$ cat config.mk
export PLATFORM = sky130hd
export DESIGN_NAME = postfix_stack_evaluator_unit
export DESIGN_NICKNAME = d
export VERILOG_FILES = /design/src/hw/rtl/pse_pkg.sv /design/src/hw/rtl/postfix_stack_evaluator_unit.sv
export SDC_FILE = /design/constraint.sdc
export NUM_CORES = 1
export LEC_CHECK = 0
export BUFFER_PORTS_ARGS = -buffer_cell sky130_fd_sc_hd__buf_2
export CAP_MARGIN = 10
export CORE_MARGIN = 5
export CORE_UTILIZATION = 36
export CTS_CLUSTER_DIAMETER = 80
export DETAILED_ROUTE_END_ITERATION = 10
export PLACE_DENSITY = 0.59
export SLEW_MARGIN = 5
export SYNTH_ARGS = -nofsm -noshare
export SYNTH_HDL_FRONTEND = slang
export SYNTH_SLANG_ARGS = --single-unit
export TNS_END_PERCENT = 30
$ cat constraint.sdc
create_clock -name clk -period 6.85 [get_ports clk]
set_input_delay 0.3425 -clock clk [delete_from_list [all_inputs] [get_ports clk]]
set_output_delay 0.3425 -clock clk [all_outputs]
set_load 0.03 [all_outputs]
$ cat src/hw/rtl/pse_pkg.sv
// Shared types, constants and helpers for the postfix stack evaluator.
// No dependencies; used by postfix_stack_evaluator_unit.
package pse_pkg;

  localparam int STACK_DEPTH = 64;
  localparam int ADDR_W      = $clog2(STACK_DEPTH);
  localparam int CNT_W       = $clog2(STACK_DEPTH + 1);

  typedef logic signed [7:0] data_t;
  typedef logic [7:0]        byte_t;

  localparam byte_t CH_ZERO   = 8'd48;
  localparam byte_t CH_PLUS   = 8'd43;
  localparam byte_t CH_MINUS  = 8'd45;
  localparam byte_t CH_TIMES  = 8'd42;
  localparam byte_t CH_DIVIDE = 8'd47;

  localparam data_t EMPTY_VALUE = -8'sd1;

  typedef enum logic [1:0] {
    ST_OK      = 2'd0,
    ST_UNDER   = 2'd1,
    ST_DIVZERO = 2'd2,
    ST_OVER    = 2'd3
  } status_t;

  // Keep only the first error of an expression.
  function automatic status_t note_err(status_t cur, logic hit, status_t code);
    note_err = (cur == ST_OK && hit) ? code : cur;
  endfunction

  function automatic logic is_op(byte_t s);
    is_op = (s == CH_PLUS) || (s == CH_MINUS) || (s == CH_TIMES) || (s == CH_DIVIDE);
  endfunction

endpackage

$ cat src/hw/rtl/postfix_stack_evaluator_unit.sv
// Postfix expression evaluator: cached top of stack plus a synchronous stack RAM,
// with a radix-2 iterative divider. Depends on pse_pkg.
//
//   channel | signals                              | dir | moves
//   --------+--------------------------------------+-----+-----------------------------
//   request | req_valid, req_ready, symbol, is_last| in  | one expression character
//   result  | res_valid, res_ready, value, status  | out | popped top and first error
//
// Steps: an operand is taken at once; + - * add an operator state (one RAM read of
// the entry under the cached top); / also adds 8 divider steps, the last writes the top.
// A character marked last adds a pop state, and a refill from RAM when entries remain.
// Reset clears the count, the error and the control; the RAM is never cleared,
// only entries below the count are read.
// The final pop waits while the result register still holds an untaken result.
module postfix_stack_evaluator_unit (
  input  logic                clk,
  input  logic                rst,
  input  logic                req_valid,
  output logic                req_ready,
  input  logic [7:0]          symbol,
  input  logic                is_last,
  output logic                res_valid,
  input  logic                res_ready,
  output logic signed [7:0]   value,
  output logic [1:0]          status
);

  typedef enum logic [2:0] {
    S_IDLE,
    S_OPER,
    S_DIV,
    S_POP,
    S_REFILL
  } state_t;

  state_t                    state;
  logic [pse_pkg::CNT_W-1:0] count;
  pse_pkg::data_t            top;
  pse_pkg::status_t          err;
  pse_pkg::byte_t            sym_q;
  logic                      last_q;

  // stack RAM holds every entry below the cached top
  logic [7:0]                mem [pse_pkg::STACK_DEPTH];
  pse_pkg::data_t            rdata;
  logic                      mem_we;
  logic                      mem_re;
  logic [pse_pkg::CNT_W-1:0] cnt_m1;
  logic [pse_pkg::CNT_W-1:0] cnt_m2;
  logic [pse_pkg::ADDR_W-1:0] wr_addr;
  logic [pse_pkg::ADDR_W-1:0] rd_addr;

  // divider
  logic [7:0]                div_rem;
  logic [7:0]                div_quo;
  logic [7:0]                div_den;
  logic [2:0]                div_cnt;
  logic                      div_neg;
  logic [8:0]                div_shift;
  logic [8:0]                div_diff;
  logic                      div_ge;
  logic [7:0]                div_rem_next;
  logic [7:0]                div_quo_next;
  pse_pkg::data_t            div_result;

  logic                      req_accept;
  logic                      out_free;
  logic                      has_two;
  logic                      has_one;
  logic                      cnt_full;
  pse_pkg::data_t            left;
  pse_pkg::data_t            right;
  logic [15:0]               product;
  pse_pkg::data_t            op_result;
  pse_pkg::status_t          oper_err;
  logic [pse_pkg::CNT_W-1:0] oper_count;
  logic [7:0]                left_mag;
  logic [7:0]                right_mag;

  assign req_ready  = (state == S_IDLE);
  assign req_accept = req_valid && req_ready;
  assign out_free   = !res_valid || res_ready;

  assign has_two  = (count >= pse_pkg::CNT_W'(2));
  assign has_one  = (count != '0);
  assign cnt_full = (count == pse_pkg::CNT_W'(pse_pkg::STACK_DEPTH));

  assign cnt_m1  = count - pse_pkg::CNT_W'(1);
  assign cnt_m2  = count - pse_pkg::CNT_W'(2);
  assign wr_addr = cnt_m1[pse_pkg::ADDR_W-1:0];
  assign rd_addr = cnt_m2[pse_pkg::ADDR_W-1:0];

  // spill the cached top on a push; fetch the entry under it for an operator or a refill
  assign mem_we = req_accept && !pse_pkg::is_op(symbol) && has_one && !cnt_full;
  assign mem_re = has_two && ((req_accept && pse_pkg::is_op(symbol)) ||
                              (state == S_POP && out_free));

  always_ff @(posedge clk) begin
    if (mem_we) begin
      mem[wr_addr] <= top;
    end
    if (mem_re) begin
      rdata <= mem[rd_addr];
    end
  end

  // operands of an operator: empty pops read as -1
  assign right = has_one ? top   : pse_pkg::EMPTY_VALUE;
  assign left  = has_two ? rdata : pse_pkg::EMPTY_VALUE;

  assign product = 16'(left * right);

  always_comb begin
    case (sym_q)
      pse_pkg::CH_PLUS:  op_result = left + right;
      pse_pkg::CH_MINUS: op_result = left - right;
      pse_pkg::CH_TIMES: op_result = product[7:0];
      default:           op_result = '0;
    endcase
  end

  // pop, pop, push: the count drops by one, or lands on one from an underflow
  assign oper_count = has_two ? cnt_m1 : pse_pkg::CNT_W'(1);
  assign oper_err   = pse_pkg::note_err(
                        pse_pkg::note_err(err, !has_two, pse_pkg::ST_UNDER),
                        (sym_q == pse_pkg::CH_DIVIDE) && (right == '0),
                        pse_pkg::ST_DIVZERO);

  assign left_mag  = left[7]  ? 8'(-left)  : 8'(left);
  assign right_mag = right[7] ? 8'(-right) : 8'(right);

  // one restoring step per cycle on magnitudes
  assign div_shift    = {div_rem, div_quo[7]};
  assign div_diff     = div_shift - {1'b0, div_den};
  assign div_ge       = (div_shift >= {1'b0, div_den});
  assign div_rem_next = div_ge ? div_diff[7:0] : div_shift[7:0];
  assign div_quo_next = {div_quo[6:0], div_ge};
  assign div_result   = div_neg ? 8'(-div_quo_next) : div_quo_next;

  always_ff @(posedge clk) begin
    if (rst) begin
      state     <= S_IDLE;
      count     <= '0;
      err       <= pse_pkg::ST_OK;
      res_valid <= 1'b0;
      div_cnt   <= '0;
    end else begin
      // S_POP loads a new result whenever the old one leaves
      if (res_valid && res_ready && state != S_POP) begin
        res_valid <= 1'b0;
      end
      case (state)
        S_IDLE: begin
          if (req_accept) begin
            sym_q  <= symbol;
            last_q <= is_last;
            if (pse_pkg::is_op(symbol)) begin
              state <= S_OPER;
            end else begin
              if (cnt_full) begin
                err <= pse_pkg::note_err(err, 1'b1, pse_pkg::ST_OVER);
              end else begin
                top   <= pse_pkg::data_t'(symbol - pse_pkg::CH_ZERO);
                count <= count + pse_pkg::CNT_W'(1);
              end
              state <= is_last ? S_POP : S_IDLE;
            end
          end
        end
        S_OPER: begin
          err <= oper_err;
          if (sym_q == pse_pkg::CH_DIVIDE && right != '0) begin
            div_rem <= '0;
            div_quo <= left_mag;
            div_den <= right_mag;
            div_neg <= left[7] ^ right[7];
            div_cnt <= '0;
            state   <= S_DIV;
          end else begin
            top   <= op_result;
            count <= oper_count;
            state <= last_q ? S_POP : S_IDLE;
          end
        end
        S_DIV: begin
          div_rem <= div_rem_next;
          div_quo <= div_quo_next;
          div_cnt <= div_cnt + 3'd1;
          if (div_cnt == 3'd7) begin
            top   <= div_result;
            count <= oper_count;
            state <= last_q ? S_POP : S_IDLE;
          end
        end
        S_POP: begin
          // hold until the result register is free
          if (out_free) begin
            res_valid <= 1'b1;
            value     <= has_one ? top : pse_pkg::EMPTY_VALUE;
            status    <= pse_pkg::note_err(err, !has_one, pse_pkg::ST_UNDER);
            err       <= pse_pkg::ST_OK;
            if (has_one) begin
              count <= cnt_m1;
            end
            state <= has_two ? S_REFILL : S_IDLE;
          end
        end
        S_REFILL: begin
          top   <= rdata;
          state <= S_IDLE;
        end
        default: begin
          state <= S_IDLE;
        end
      endcase
    end
  end

  a_count_bound: assert property (@(posedge clk) disable iff (rst)
    count <= pse_pkg::CNT_W'(pse_pkg::STACK_DEPTH))
    else $error("stack count beyond depth");

  a_err_cleared: assert property (@(posedge clk) disable iff (rst)
    (state == S_POP && out_free) |=> (err == pse_pkg::ST_OK && res_valid))
    else $error("error not cleared after result");

  a_div_start: assert property (@(posedge clk) disable iff (rst)
    (state == S_DIV && $past(state) != S_DIV) |-> (div_cnt == 3'd0 && div_den != '0))
    else $error("divider entered with bad step count or zero divisor");

  a_refill_src: assert property (@(posedge clk) disable iff (rst)
    (state == S_REFILL) |-> ($past(state) == S_POP && count != '0))
    else $error("top refill without a pop");

endmodule
==> results_dict.tcl <==
set metrics [dict create \
    gp_congestion 0.8732 \
    synth_compound_area_share_pct 4.065 \
    outcome "finished clean" \
    grt_max_degree 72 \
    slew_violations 0 \
    crit_required_ns 7.20 \
    firstDrtPassIters 5 \
    core_area_mm2 0.07124 \
    clockBufferDepth 3 \
    power_density_mw_per_mm2 427.4 \
    nFillCells 6300 \
    cp-endpoint "top[7]" \
    cp-start-kind "register" \
    ctsResizeCount 0 \
    hold_depth 4 \
    post_cts_buffers 0 \
    finalHoldViolCount 0 \
    yosys.area.top_type "edfxtp_1" \
    synthAdderAreaFrac_pct 3.342 \
    p_seq_share_pct 33.9 \
    yosys.cell_count.top_type "edfxtp_1" \
    cap_violations 0 \
    rrSetupSlack_ns 0.42 \
    power.leakage_nw 9.253 \
    cts_made_buffers 61 \
    dpl_cell_area_mm2 0.02702 \
    rows 98 \
    final-setup-viol-count 0 \
    internal_power_w 0.008167 \
    synth-seq-area-share_pct 67.92 \
    synth.area.mux_share_pct 14.89 \
    crit_family "adder cells" \
    numPortBuffers 24 \
    critPathBufInv 5 \
    end_kind "register" \
    crit_type "register to register" \
    ys_warn_count 0 \
    grt_antenna_before_repair 0 \
    num_io_pins 25 \
    fin_crit_ns 6.430 \
    fin_crit_sh_pct 93.86 \
    wirelength_mm 58.65 \
    synth_top_family_by_area "multiplexers" \
    max-slew-margin-rel_pct 23.23 \
    cts_tree "yes" \
    crit_start "count[2]" \
    syn-num-nets 1570 \
    async_flop_share_pct 0 \
    drive_above_1_share_pct 20.04 \
    worstPathCellList "inv_1, ha_1, nor3b_1, buf_4, and3_1, o21ai_0, fa_1, fa_1, inv_1, ha_1, inv_1, fa_1, inv_1, ha_1, a21o_1, a21oi_1, xor2_1, xnor2_2, xnor3_1, xnor2_1, o21ai_1, o32a_1" \
    synth_seq_cells 588 \
    fp.dieW_um 277.5 \
    hp-class "primary input to register" \
    syn_area_mm2 0.02576 \
    worst_pin_slew_ns 1.143 \
    yosys-top-cells-area "edfxtp_1 (67%), mux4_2 (15%), ha_1 (2.3%)" \
    drcViolationCount 0 \
    cp.arrival_ns 6.78 \
    timing.rr.start "count[2]" \
    h-tree-depth 2 \
    crit_slowest_cell "fa_1" \
    rsz0062_at_grt "no" \
    synth_cells 1496 \
    clock_latency_ns 0.63 \
    track_usage_pct 15.08 \
    dr_total_vias 13550 \
    clock.fmax_mhz 155.5 \
    nets 1629 \
    crit_fanout 11 \
    crit_cells 22 \
    synth_xor_area_share_pct 2.021 \
    ys_types 68 \
    synth_edf_count 572 \
    syn_to_final_growth_pct 12.46 \
    syn_avg_cell_area_um2 17.22 \
    die_h_um 277.5 \
    clk_pin_slew_ns 0.06 \
    stdcell_area_mm2 0.02897 \
    cts_sinks 588 \
    netlist.area_leader.share_pct 66.68 \
    start_util_pct 36.16 \
    synthFlopType "edfxtp_1" \
    p_sw_share_pct 34.03 \
    cpMostUsedCell "inv_1" \
    vias_per_cell 5.307 \
    clkPwrFrac_pct 24.8 \
    avgRoutedWirePerCell_um 22.97 \
    root_buffer "clkbuf_16" \
    die_area_mm2 0.07700 \
    p_sw_w 0.004214 \
    grt_pass1_vias 13940 \
    synth_top_cells_by_count "edfxtp_1 (572), mux4_2 (168), nor2_1 (144)" \
    ff2ff_path_depth 22 \
    vdd_drop_max_v 0.0009576 \
    dr.first_iter.drc_count 1269 \
    r2r-end "top[7]" \
    grt_first_pass_wirelength_mm 89.58 \
    dpl.hpwl_mm 37.86 \
    final.setup.tns_ns 0 \
    pwr-share-comb_pct 41.2 \
    yosys.area_share.simple_pct 5.659 \
    slowest_delay_ns 0.58 \
    fin_worst_skew_ns 0.03064 \
    cts_hold_buf 9 \
    ant_nets 0 \
    grt_overflow_total 0 \
]
## worst min-delay path by stage
stage	from	end	slack (ns)
after CTS	res_ready	res_valid	0.1
after floorplan	rst	err[1]	0.42
after global placement	div_cnt[2]	div_cnt[2]	0.46
final	res_ready	res_valid	0.13
after global routing	res_ready	res_valid	0.14
after detailed placement	div_cnt[2]	div_cnt[2]	0.49
## state kept, by name, summed over array words and instances (netlist names)
| name | cells |
|---|---|
| status | 2 |
| res_valid | 1 |
| state | 3 |
| div_cnt | 3 |
| last_q | 1 |
| div_quo | 8 |
| rdata | 8 |
| div_rem | 8 |
| div_den | 8 |
| value | 8 |
| div_neg | 1 |
| count | 7 |
| sym_q | 8 |
| err | 2 |
| top | 8 |
| mem | 512 |
## cell usage in the layout (no fill, tap or decap), types with 5 or more instances in the layout
cell and count:
a211oi_1 7, a21o_1 5, a21oi_1 46, a22oi_1 9
a31oi_1 11, and2_1 6, and3_1 7, buf_2 24
buf_4 28, clkbuf_1 12, clkbuf_16 62, clkinv_1 18
clkinv_2 12, dfxtp_1 14, dlygate4sd3_1 9, edfxtp_1 572
fa_1 13, ha_1 48, inv_1 69, mux4_2 168
nand2_1 80, nand2b_1 12, nand3_1 20, nor2_1 144
nor2b_1 11, nor3_1 11, nor4_1 6, nor4b_1 5
o21ai_0 31, o22ai_1 11, xnor2_1 33, xor2_1 21
## power by group through the flow
stage	sequential [W]	clock [W]	combinational, W
after floorplan	0.00431	0	0.00362
after global placement	0.00427	0	0.00511
after detailed placement	0.00428	0	0.00513
after CTS	0.00420	0.00315	0.00516
after global routing	0.00421	0.00330	0.00558
final	0.00420	0.00307	0.00511
## per-layer routing
layer | wire (um) | part of all wire (%) | global-route usage (%) | vias to the layer above
li1 | - | - | - | 6026
met1 | 25080 | 43 | 20.75 | 7039
met2 | 29060 | 50 | 25.20 | 395
met3 | 3037 | 5.2 | 2.407 | 89
met4 | 1477 | 2.5 | 4.065 | 0
met5 | 0 | 0 | 0 | -
## area by class of cell
class	instances	area [um^2]	area share, %
Inverter	69	259.0	0.8941
Clock inverter	35	242.7	0.8379
Antenna cell	1	2.502	0.008638
Clock buffer	75	1610	5.559
Sequential cell	588	17500	60.42
Multi-Input combinational cell	774	7741	26.72
Timing Repair Buffer	61	420.4	1.451
Tap cell	950	1189	4.103
## worst min-delay path, delay by kind of cell
kind | cells | cell delay (ns)
buffers and inverters | 1 | 0.07
AND/OR/NAND/NOR | 3 | 0.27
## stage by stage
| stage | hold WS (ns) | setup slack (ns) | utilization [%] | std cells | total power (W) |
|---|---|---|---|---|---|
| global route | 0.1429 | 0.01711 | 40.66 | 2552 | 0.01309 |
| global placement | 0.4620 | 0.5186 | 37.93 | 2433 | 0.009384 |
| CTS | 0.09903 | 0.3932 | 40.66 | 2552 | 0.01252 |
| floorplan | 0.4218 | 0.6849 | - | 1496 | 0.007935 |
| finish | 0.1348 | 0.4203 | 40.66 | 2553 | 0.01238 |
| detailed placement | 0.4885 | 0.4081 | 37.93 | 2433 | 0.009412 |
## kinds of logic after synthesis
kind of cell | count (synthesis)
AOI/OAI and AO/OA | 161
muxes | 173
and+or+nand+nor | 322
DFF | 588
buffers and inverters | 134
xor gates and xnor gates | 57
adders and majority gates | 61
(Power assumes the default switching activity.)
